--- src/hdl/utf8_whitespace_segmenter_assert.svh ---
// Assertion macros shared by the segmenter modules.
`ifndef UTF8_WHITESPACE_SEGMENTER_ASSERT_SVH
`define UTF8_WHITESPACE_SEGMENTER_ASSERT_SVH

// Condition that must hold at every clock edge out of reset.
`define U8WS_CHECK(label, cond, msg) \
   label: assert property (@(posedge clock) disable iff (reset) (cond)) \
      else $error(msg);

// Condition that, once seen, implies a consequence on the next edge.
`define U8WS_CHECK_NEXT(label, ante, cons, msg) \
   label: assert property (@(posedge clock) disable iff (reset) (ante) |=> (cons)) \
      else $error(msg);

`endif

--- src/hdl/u8ws_pkg.sv ---
// Package: shared constants, types and the space-like code point test.
package u8ws_pkg;

   localparam int unsigned MAX_TEXT_BYTES = 65536;
   localparam int POS_W = $clog2(MAX_TEXT_BYTES + 1);
   localparam logic [POS_W-1:0] POS_LIMIT = POS_W'(MAX_TEXT_BYTES);

   localparam int BYTE_W  = 8;
   localparam int CP_W    = 21;
   localparam int START_W = 16;
   localparam int LEN_W   = 17;

   localparam int QUEUE_DEPTH = 4;
   localparam int QPTR_W = $clog2(QUEUE_DEPTH);
   localparam int QCNT_W = $clog2(QUEUE_DEPTH + 1);

   localparam logic [CP_W-1:0] CP_SPACE = 21'h000020;
   localparam logic [CP_W-1:0] CP_BOM   = 21'h00FEFF;

   // One decoded event handed from the decoder to the run tracker.
   typedef struct packed {
      logic             space;  // a space-like code point ended on this byte
      logic [POS_W-1:0] start;  // offset of its lead byte
      logic [POS_W-1:0] next;   // byte count after this byte
      logic             last;   // final byte of the text
      logic             ovf;    // text limit passed
   } seg_event_type;

   function automatic logic is_space_like(input logic [CP_W-1:0] cp);
      logic hit;
      hit = 1'b0;
      if (cp >= 21'h000009 && cp <= 21'h00000D) hit = 1'b1;
      if (cp == CP_SPACE || cp == 21'h0000A0 || cp == 21'h001680) hit = 1'b1;
      if (cp >= 21'h002000 && cp <= 21'h00200A) hit = 1'b1;
      if (cp == 21'h002028 || cp == 21'h002029 || cp == 21'h00202F) hit = 1'b1;
      if (cp == 21'h00205F || cp == 21'h003000 || cp == CP_BOM) hit = 1'b1;
      return hit;
   endfunction

endpackage

--- src/hdl/u8ws_channels.sv ---
// Valid/ready channel interfaces for text bytes in and segments out.
interface u8ws_req_if;
   logic       valid;
   logic       ready;
   logic [7:0] text_byte;
   logic       final_byte;

   modport source (output valid, output text_byte, output final_byte, input ready);
   modport sink   (input valid, input text_byte, input final_byte, output ready);
endinterface

interface u8ws_rsp_if;
   logic        valid;
   logic        ready;
   logic [15:0] segment_start;
   logic [16:0] segment_length;
   logic        text_done;
   logic        length_overflow;

   modport source (output valid, output segment_start, output segment_length,
                   output text_done, output length_overflow, input ready);
   modport sink   (input valid, input segment_start, input segment_length,
                   input text_done, input length_overflow, output ready);
endinterface

--- src/hdl/utf8_whitespace_segmenter.sv ---
// Top level: UTF-8 whitespace segmenter (decoder, event queue, run tracker).
//
//  channel   dir  payload                                              handshake
//  req_bus   in   text_byte[7:0], final_byte                           valid/ready
//  rsp_bus   out  segment_start[15:0], segment_length[16:0],           valid/ready
//                 text_done, length_overflow
//
// One byte is taken per cycle while the queue has room; the decoder updates its
// sequence state in the same cycle the byte is accepted. A segment reaches
// rsp_bus through the queue write and then the output register.
// Only space-like code points and final bytes enter the 4-entry queue; req_bus
// stalls only while that queue is full.
// Synchronous active-high reset clears all counters, the queue and the output.
module utf8_whitespace_segmenter (
   input  logic       clock,
   input  logic       reset,
   u8ws_req_if.sink   req_bus,
   u8ws_rsp_if.source rsp_bus
);
   import u8ws_pkg::*;

   // decoder -> queue
   logic          dec_valid, dec_ready;
   seg_event_type dec_data;

   // queue -> run tracker
   logic          q_valid, q_ready;
   seg_event_type q_data;

   // Decoder: counts bytes, saturates at the text limit and flags overflow,
   // rebuilds code points and marks space-like ones with their lead offset.
   // It pushes only run-closing events and the end-of-text marker.
   u8ws_decode u_decode (
      .clock    (clock),
      .reset    (reset),
      .req_bus  (req_bus),
      .ev_valid (dec_valid),
      .ev_ready (dec_ready),
      .ev_data  (dec_data)
   );

   // Short queue lets the decoder keep taking bytes while a segment waits.
   u8ws_queue u_queue (
      .clock      (clock),
      .reset      (reset),
      .push_valid (dec_valid),
      .push_ready (dec_ready),
      .push_data  (dec_data),
      .pop_valid  (q_valid),
      .pop_ready  (q_ready),
      .pop_data   (q_data)
   );

   // Run tracker: keeps the open run's start, emits a segment for a non-empty
   // run on a space or on the final byte, and holds it in the output register
   // until the transaction completes.
   u8ws_run u_run (
      .clock    (clock),
      .reset    (reset),
      .ev_valid (q_valid),
      .ev_ready (q_ready),
      .ev_data  (q_data),
      .rsp_bus  (rsp_bus)
   );

endmodule

--- src/hdl/u8ws_decode.sv ---
// Front end: counter and strict UTF-8 decoder, one byte per ready cycle.
`include "utf8_whitespace_segmenter_assert.svh"

module u8ws_decode (
   input  logic                   clock,
   input  logic                   reset,
   u8ws_req_if.sink               req_bus,
   output logic                   ev_valid,
   input  logic                   ev_ready,
   output u8ws_pkg::seg_event_type ev_data
);
   import u8ws_pkg::*;

   logic [POS_W-1:0] pos_ff, pos_in;
   logic [POS_W-1:0] seqb_ff, seqb_in;
   logic [1:0]       need_ff, need_in;
   logic [1:0]       size_ff, size_in;
   logic [CP_W-1:0]  pc_ff, pc_in;
   logic             ovf_ff, ovf_in;

   logic             sat;
   logic [POS_W-1:0] at, next;
   logic [7:0]       b, lo, hi;
   logic             cont_ok;
   logic             cp_valid;
   logic [CP_W-1:0]  cp;
   logic [POS_W-1:0] cp_start;
   logic             space;
   logic             accept;

   assign b = req_bus.text_byte;
   assign req_bus.ready = ev_ready;
   assign accept = req_bus.valid && ev_ready;

   always_comb begin
      // past the limit every byte lands on the last offset
      sat  = (pos_ff >= POS_LIMIT);
      at   = sat ? (POS_LIMIT - 1'b1) : pos_ff;
      next = sat ? POS_LIMIT : (pos_ff + 1'b1);

      // tighter second-byte ranges for E0, ED, F0, F4
      lo = 8'h80;
      hi = 8'hBF;
      if (need_ff == size_ff) begin
         if (size_ff == 2'd2 && pc_ff == 21'h0) lo = 8'hA0;
         if (size_ff == 2'd2 && pc_ff == 21'hD) hi = 8'h9F;
         if (size_ff == 2'd3 && pc_ff == 21'h0) lo = 8'h90;
         if (size_ff == 2'd3 && pc_ff == 21'h4) hi = 8'h8F;
      end
      cont_ok = (need_ff != 2'd0) && (b >= lo) && (b <= hi);

      need_in  = need_ff;
      size_in  = size_ff;
      pc_in    = pc_ff;
      seqb_in  = seqb_ff;
      cp_valid = 1'b0;
      cp       = '0;
      cp_start = at;

      if (cont_ok) begin
         pc_in   = {pc_ff[CP_W-7:0], b[5:0]};
         need_in = need_ff - 2'd1;
         if (need_ff == 2'd1) begin
            cp_valid = 1'b1;
            cp       = pc_in;
            cp_start = seqb_ff;
         end
      end else begin
         // broken sequence or idle: byte is looked at as a lead
         need_in = 2'd0;
         if (b < 8'h80) begin
            cp_valid = 1'b1;
            cp       = CP_W'(b);
         end else if (b >= 8'hC2 && b <= 8'hDF) begin
            size_in = 2'd1;
            need_in = 2'd1;
            pc_in   = CP_W'(b[4:0]);
            seqb_in = at;
         end else if (b >= 8'hE0 && b <= 8'hEF) begin
            size_in = 2'd2;
            need_in = 2'd2;
            pc_in   = CP_W'(b[3:0]);
            seqb_in = at;
         end else if (b >= 8'hF0 && b <= 8'hF4) begin
            size_in = 2'd3;
            need_in = 2'd3;
            pc_in   = CP_W'(b[2:0]);
            seqb_in = at;
         end
      end

      space  = cp_valid && is_space_like(cp);
      pos_in = next;
      ovf_in = ovf_ff | sat;
   end

   // only run-closing events and end of text go to the back end
   assign ev_valid      = req_bus.valid && (space || req_bus.final_byte);
   assign ev_data.space = space;
   assign ev_data.start = cp_start;
   assign ev_data.next  = next;
   assign ev_data.last  = req_bus.final_byte;
   assign ev_data.ovf   = ovf_in;

   always_ff @(posedge clock) begin
      if (reset || (accept && req_bus.final_byte)) begin
         pos_ff  <= '0;
         seqb_ff <= '0;
         need_ff <= '0;
         size_ff <= '0;
         pc_ff   <= '0;
         ovf_ff  <= 1'b0;
      end else if (accept) begin
         pos_ff  <= pos_in;
         seqb_ff <= seqb_in;
         need_ff <= need_in;
         size_ff <= size_in;
         pc_ff   <= pc_in;
         ovf_ff  <= ovf_in;
      end
   end

   `U8WS_CHECK(a_need_le_size, need_ff <= size_ff, "continuation count above sequence size")
   `U8WS_CHECK(a_pos_bounded, pos_ff <= POS_LIMIT, "byte count past limit")

endmodule

--- src/hdl/u8ws_queue.sv ---
// Short event queue between decoder and run tracker.
`include "utf8_whitespace_segmenter_assert.svh"

module u8ws_queue (
   input  logic                    clock,
   input  logic                    reset,
   input  logic                    push_valid,
   output logic                    push_ready,
   input  u8ws_pkg::seg_event_type push_data,
   output logic                    pop_valid,
   input  logic                    pop_ready,
   output u8ws_pkg::seg_event_type pop_data
);
   import u8ws_pkg::*;

   seg_event_type     entry_ff [QUEUE_DEPTH];
   logic [QPTR_W-1:0] wr_ptr_ff, wr_ptr_in;
   logic [QPTR_W-1:0] rd_ptr_ff, rd_ptr_in;
   logic [QCNT_W-1:0] count_ff, count_in;
   logic              push, pop;

   assign push_ready = (count_ff != QCNT_W'(QUEUE_DEPTH));
   assign pop_valid  = (count_ff != '0);
   assign pop_data   = entry_ff[rd_ptr_ff];
   assign push       = push_valid && push_ready;
   assign pop        = pop_valid && pop_ready;

   always_comb begin
      wr_ptr_in = push ? wr_ptr_ff + 1'b1 : wr_ptr_ff;
      rd_ptr_in = pop ? rd_ptr_ff + 1'b1 : rd_ptr_ff;
      count_in  = count_ff;
      if (push && !pop) count_in = count_ff + 1'b1;
      if (pop && !push) count_in = count_ff - 1'b1;
   end

   always_ff @(posedge clock) begin
      if (reset) begin
         wr_ptr_ff <= '0;
         rd_ptr_ff <= '0;
         count_ff  <= '0;
      end else begin
         wr_ptr_ff <= wr_ptr_in;
         rd_ptr_ff <= rd_ptr_in;
         count_ff  <= count_in;
      end
   end

   always_ff @(posedge clock) begin
      if (push) entry_ff[wr_ptr_ff] <= push_data;
   end

   `U8WS_CHECK(a_count_bounded, count_ff <= QCNT_W'(QUEUE_DEPTH), "queue count past depth")
   `U8WS_CHECK_NEXT(a_count_grows, push && !pop, count_ff == $past(count_ff) + 1'b1, "queue count did not grow")

endmodule

--- src/hdl/u8ws_run.sv ---
// Back end: run tracking and the registered segment output.
module u8ws_run (
   input  logic                    clock,
   input  logic                    reset,
   input  logic                    ev_valid,
   output logic                    ev_ready,
   input  u8ws_pkg::seg_event_type ev_data,
   u8ws_rsp_if.source              rsp_bus
);
   import u8ws_pkg::*;

   logic [POS_W-1:0]   run_ff, run_in;
   logic               out_valid_ff, out_valid_in;
   logic [START_W-1:0] start_ff, start_in;
   logic [LEN_W-1:0]   len_ff, len_in;
   logic               done_ff, done_in;
   logic               ovf_ff, ovf_in;

   logic               take;
   logic               emit_close, emit_tail;
   logic [POS_W-1:0]   run_mid;

   assign ev_ready = !out_valid_ff || rsp_bus.ready;
   assign take     = ev_valid && ev_ready;

   always_comb begin
      emit_close = ev_data.space && (ev_data.start > run_ff);
      run_mid    = ev_data.space ? ev_data.next : run_ff;
      emit_tail  = ev_data.last && !emit_close && (run_mid < ev_data.next);

      start_in = emit_close ? START_W'(run_ff) : START_W'(run_mid);
      len_in   = emit_close ? LEN_W'(ev_data.start - run_ff)
                            : LEN_W'(ev_data.next - run_mid);
      done_in  = ev_data.last;
      ovf_in   = ev_data.ovf;

      run_in = ev_data.last ? '0 : run_mid;

      out_valid_in = out_valid_ff && !rsp_bus.ready;
      if (take) out_valid_in = emit_close || emit_tail;
   end

   always_ff @(posedge clock) begin
      if (reset) begin
         run_ff       <= '0;
         out_valid_ff <= 1'b0;
      end else begin
         out_valid_ff <= out_valid_in;
         if (take) run_ff <= run_in;
      end
   end

   always_ff @(posedge clock) begin
      if (take) begin
         start_ff <= start_in;
         len_ff   <= len_in;
         done_ff  <= done_in;
         ovf_ff   <= ovf_in;
      end
   end

   assign rsp_bus.valid           = out_valid_ff;
   assign rsp_bus.segment_start   = start_ff;
   assign rsp_bus.segment_length  = len_ff;
   assign rsp_bus.text_done       = done_ff;
   assign rsp_bus.length_overflow = ovf_ff;

endmodule
--- src/flat_wrapper.sv ---
// flat-port wrapper written by rule: the top's interface ports become plain ports
module utf8_whitespace_segmenter_flat import u8ws_pkg::*;
  (clock, reset, req_bus_valid, req_bus_text_byte, req_bus_final_byte, req_bus_ready, rsp_bus_valid, rsp_bus_segment_start, rsp_bus_segment_length, rsp_bus_text_done, rsp_bus_length_overflow, rsp_bus_ready);
  u8ws_req_if req_bus_i ();
  u8ws_rsp_if rsp_bus_i ();
  input  logic clock;
  input  logic reset;
  input wire logic [$bits(req_bus_i.valid)-1:0] req_bus_valid;
  input wire logic [$bits(req_bus_i.text_byte)-1:0] req_bus_text_byte;
  input wire logic [$bits(req_bus_i.final_byte)-1:0] req_bus_final_byte;
  output wire logic [$bits(req_bus_i.ready)-1:0] req_bus_ready;
  output wire logic [$bits(rsp_bus_i.valid)-1:0] rsp_bus_valid;
  output wire logic [$bits(rsp_bus_i.segment_start)-1:0] rsp_bus_segment_start;
  output wire logic [$bits(rsp_bus_i.segment_length)-1:0] rsp_bus_segment_length;
  output wire logic [$bits(rsp_bus_i.text_done)-1:0] rsp_bus_text_done;
  output wire logic [$bits(rsp_bus_i.length_overflow)-1:0] rsp_bus_length_overflow;
  input wire logic [$bits(rsp_bus_i.ready)-1:0] rsp_bus_ready;
  assign req_bus_i.valid = req_bus_valid;
  assign req_bus_i.text_byte = req_bus_text_byte;
  assign req_bus_i.final_byte = req_bus_final_byte;
  assign req_bus_ready = req_bus_i.ready;
  assign rsp_bus_valid = rsp_bus_i.valid;
  assign rsp_bus_segment_start = rsp_bus_i.segment_start;
  assign rsp_bus_segment_length = rsp_bus_i.segment_length;
  assign rsp_bus_text_done = rsp_bus_i.text_done;
  assign rsp_bus_length_overflow = rsp_bus_i.length_overflow;
  assign rsp_bus_i.ready = rsp_bus_ready;
  utf8_whitespace_segmenter u_core (.clock(clock), .reset(reset), .req_bus(req_bus_i), .rsp_bus(rsp_bus_i));
endmodule
--- config.mk ---
export PLATFORM = sky130hd
export DESIGN_NAME = utf8_whitespace_segmenter_flat
export DESIGN_NICKNAME = d
export VERILOG_FILES = /design/src/hdl/u8ws_pkg.sv /design/src/hdl/u8ws_channels.sv /design/src/hdl/utf8_whitespace_segmenter.sv /design/src/hdl/u8ws_decode.sv /design/src/hdl/u8ws_queue.sv /design/src/hdl/u8ws_run.sv /design/src/flat_wrapper.sv
export VERILOG_INCLUDE_DIRS = /design/src /design/src/hdl
export SDC_FILE = /design/constraint.sdc
export NUM_CORES = 1
export LEC_CHECK = 0
export BUFFER_PORTS_ARGS = -buffer_cell sky130_fd_sc_hd__buf_4
export CAP_MARGIN = 30
export CORE_ASPECT_RATIO = 0.75
export CORE_MARGIN = 3
export CORE_UTILIZATION = 55
export CTS_BUF_LIST = sky130_fd_sc_hd__clkbuf_8 sky130_fd_sc_hd__clkbuf_16
export CTS_CLUSTER_SIZE = 25
export DETAILED_ROUTE_END_ITERATION = 12
export HOLD_SLACK_MARGIN = 0.12
export PLACE_DENSITY = 0.83
export SLEW_MARGIN = 20
export SYNTH_ARGS = -nofsm -noshare
export SYNTH_HDL_FRONTEND = slang
export SYNTH_HIERARCHICAL = 1
export SYNTH_SLANG_ARGS = --single-unit
--- constraint.sdc ---
create_clock -name clock -period 5.2 [get_ports clock]
set_input_delay 0.78 -clock clock [delete_from_list [all_inputs] [get_ports clock]]
set_output_delay 0.78 -clock clock [all_outputs]
set_load 0.05 [all_outputs]
==> key figures <==
Timing
  – Final Hold Viols: 0
  – Unrepaired setup endpoints after global routing: false
  – Final setup viols: 0
  – Fin crit share: approximately 93%
  – Fin Setup TNS: 0 ns
  – Final Skew: slightly above 0.02 ns
  – Slew margin rel.: 44.43%
  – Slew Limit Fails: 0
  – Worst slew pin tran: approximately 0.83 ns
  – Fmax achieved: slightly above 200 MHz
  – Tmin final: around 4.8 ns

Global route
  – Initial antenna violation count: 0
  – First-pass GRT wire length: 49,620 µm
  – Vias in the first global route: approximately 8,900
  – GRT Total Usage: roughly a quarter
  – Largest net degree at the start of global routing: 40
  – Gr ovfl total: 0

Critical path
  – CP Data Arrival Time: roughly 5.3 ns
  – Critical path type: reg2reg
  – Critical Path End Type: register
  – Crit path max fanout: 8
  – Worst endpoint required time: approximately 5.7 ns
  – Worst R2R Start: u_core/u_decode/pc_ff[11]$_SDFFE_PP0P_
  – Startpoint types: register
  – Worst Setup SP: u_core/u_decode/pc_ff[11]$_SDFFE_PP0P_
  – R2R cell count: 19

Routing
  – WL final: between 30,000 and 40,000 µm
  – Routed vias: between 9,000 and 10,000
  – Detailed router's first-iteration violation count: 1,131
  – DRC: 0
  – ANT nets after route: 0
  – DR pass1 iterations: 5
  – Vias/cell: 6.155
  – Drt wl/cell: between 20 and 25 µm

Pwr
  – P per Cell Area: roughly 570 nW/µm²
  – IR drop worst, VDD: around 440 µV
  – P_leak: 5.313 nW

Final layout
  – Post-Layout Cell Count: 1,540
  – Highest-count cells in the layout ignoring fill and taps: edfxtp_1 (183), nor2_1 (126), a21oi_1 (100)
  – Antenna Diode Count: 0
  – Share of cells above drive strength 1: roughly 14%
  – Fill cell count: around 1,700
  – Core Util, Final: around 64%
  – Synth-to-layout area growth: 11.28%
  – Nets: ~1,300
  – Commonest non-fill, non-tap cell in the layout: edfxtp_1

Min path
  – Hold crit path type: reg2reg
  – Worst Hold Launch: u_core/u_decode/seqb_ff[16]$_SDFFE_PP0P_
  – Worst hold path cell count: 2

Synthesis
  – Seq/Total Area, Yosys: a little over half
  – Synth async-reset ratio: 0%
  – Net Count, Synth: 1,230
  – Predominant post-synthesis flop cell: edfxtp_1
  – Number of synthesized register bits: 270
  – Yosys warning count: 6
  – Syn Std Cell Area: between 10,000 and 15,000 µm²
  – Syn Area/Cell: ~12 µm²
  – Post-synth EDFFs: approximately 180
  – Mapped Cells: around 1,200
  – Post-synth cell types: 76

Clock tree
  – CTS tree: yes
  – Clk_lat worst skew: around 0.53 ns
  – Post-CTS sizing: 0
  – Post-CTS Setup Inserts: 0
  – Clk root buf: clkbuf_16
  – Sink Count: 270
  – Clk slew on worst S/H paths: approximately 0.060 ns
  – Clock buffer depth: 3
  – CTS Buf Count: 26
  – Hold_buf cts: 0
  – H-tree level count: 1

Die
  – Die width: between 150 and 200 µm
  – DIE AREA: about 26,000 µm²
  – IO Count: 50
  – Initial Util: 57.32%
  – Die height: around 140 µm
  – Core area: around 24,000 µm²
  – # rows: 48

Place
  – PortBufs: 49
  – DPL Wire Length: about 21,000 µm
  – Placed Cells: 1,492
  – GP Congestion: 0.9493

Outcome
  – Status: completed

Flow run
  – MaxCap Viol Count: 0
==> where the power goes <==
group	total [mW]	switching, mW	internal [mW]	leakage, nW
clock network	1.95	0.792	1.15	0.451
logic	3.85	2.39	1.46	2.47
registers	2.79	0.116	2.67	2.40
total	8.58	3.30	5.29	5.31
==> routing by layer <==
| metal | vias to the layer above | global-route usage [%] | wire [µm] |
|---|---|---|---|
| li1 | 4396 | - | - |
| met1 | 4599 | 34.72 | 14080 |
| met2 | 425 | 35.45 | 13820 |
| met3 | 58 | 5.162 | 2787 |
| met4 | 0 | 5.885 | 616 |
| met5 | - | 0 | 0 |
==> critical path: stages, from the launching register on <==
cell and delay, ns:
dfxtp_1 0.34, nor4_2 0.38, and3_1 0.28, nand4_1 0.13
nor4b_1 0.36, nand2b_1 0.11, ha_1 0.30, a221o_1 0.36
o211ai_4 0.33, o41ai_2 0.11, o31ai_1 0.29, a41oi_1 0.20
a21boi_2 0.25, inv_1 0.10, ha_1 0.19, inv_1 0.07
fa_1 0.37, xor2_1 0.15, or3_1 0.31, a21oi_1 0.15
==> cells in the mapped netlist, types with 4 or more instances <==
master    count  area (µm²)
o21bai_1      4       30.03
a32oi_1       4       35.03
or3_1         4       25.02
o21ai_0      27       135.1
o31ai_1       6       45.04
and3_1        7       43.79
o211ai_1      4       30.03
edfxtp_1    183        5495
xnor2_1      20       175.2
nor2_1      127       476.7
clkbuf_1     40       150.1
inv_1        45       168.9
a21o_1       17       127.6
nand2b_1     15       93.84
dfxtp_1      87        1742
nor2b_1       8       50.05
nor3b_1       7       52.55
a211oi_1     27       202.7
ha_1         47       588.1
nor3_1       24       120.1
mux2i_1      46       460.4
nand4_1      11       68.82
a21oi_1     100       500.5
xor2_1       24       210.2
nand2_1      81       304.0
buf_2        16       80.08
a31oi_1       6       37.54
nand3b_1      4       30.03
and2_1        8       50.05
nand3_1      40       200.2
buf_4         7       52.55
mux4_1        7       183.9
nor4_1        9       56.30
and4_1        4       35.03
mux2_2        5       56.30
mux4_2       30       675.7
o21a_1        5       37.54
==> kinds of logic after synthesis <==
kind of cell	Yosys count	share of synthesized area [%]
xor gates and xnor gates	44	2.856
AOI/OAI and AO/OA	236	11.40
DFF	270	53.63
buffers and inverters	115	4.080
muxes	89	10.28
and+or+nand+nor	363	12.95
adders and majority gates	50	4.803
==> through the flow <==
step / setup slack (ns) / hold slack [ns] / power, mW / instance area (µm²)
global placement: 0.5317 / 0.4333 / 6.514 / 14100
detailed placement: 0.3544 / 0.4494 / 6.598 / 14120
global route: 0.1169 / 0.4990 / 9.037 / 15020
floorplan: 0.7111 / 0.4246 / 5.727 / 13490
finish: 0.3609 / 0.4695 / 8.583 / 15020
CTS: 0.2931 / 0.4700 / 8.579 / 15010
==> sequential cells by signal, indices dropped and copies added, names as in the netlist, named ones only <==
register,flops
u_core/u_run/rsp_bus.segment_start,16
u_core/u_run/rsp_bus.text_done,1
u_core/u_run/run_ff,17
u_core/u_decode/size_ff,2
u_core/u_run/rsp_bus.length_overflow,1
u_core/u_queue/count_ff,3
u_core/u_run/rsp_bus.segment_length,17
u_core/u_queue/rd_ptr_ff,2
u_core/u_queue/wr_ptr_ff,2
u_core/u_decode/need_ff,2
u_core/u_decode/ovf_ff,1
u_core/u_decode/seqb_ff,17
u_core/u_run/rsp_bus.valid,1
u_core/u_decode/pc_ff,21
u_core/u_decode/pos_ff,17
u_core/u_queue/entry_ff,148
==> worst paths after layout <==
path / slack (ns) / endpoint
max: 0.36 / u_core/u_queue/count_ff[2]$_SDFFE_PP0P_
min: 0.47 / u_core/u_decode/seqb_ff[16]$_SDFFE_PP0P_
max reg2reg: 0.36 / u_core/u_queue/count_ff[2]$_SDFFE_PP0P_
min reg2reg: 0.47 / u_core/u_decode/seqb_ff[16]$_SDFFE_PP0P_
==> final cells by class <==
class	instances	area, µm²	share of cell area [%]
clock buffer	28	689.4	4.591
clock inverter	20	200.2	1.333
inverter	45	168.9	1.125
multi-input combinational	782	5729	38.15
sequential	270	7238	48.20
tap	325	406.6	2.708
timing repair buffer	70	583.1	3.883
No activity file was read; power rests on OpenSTA's default activity.
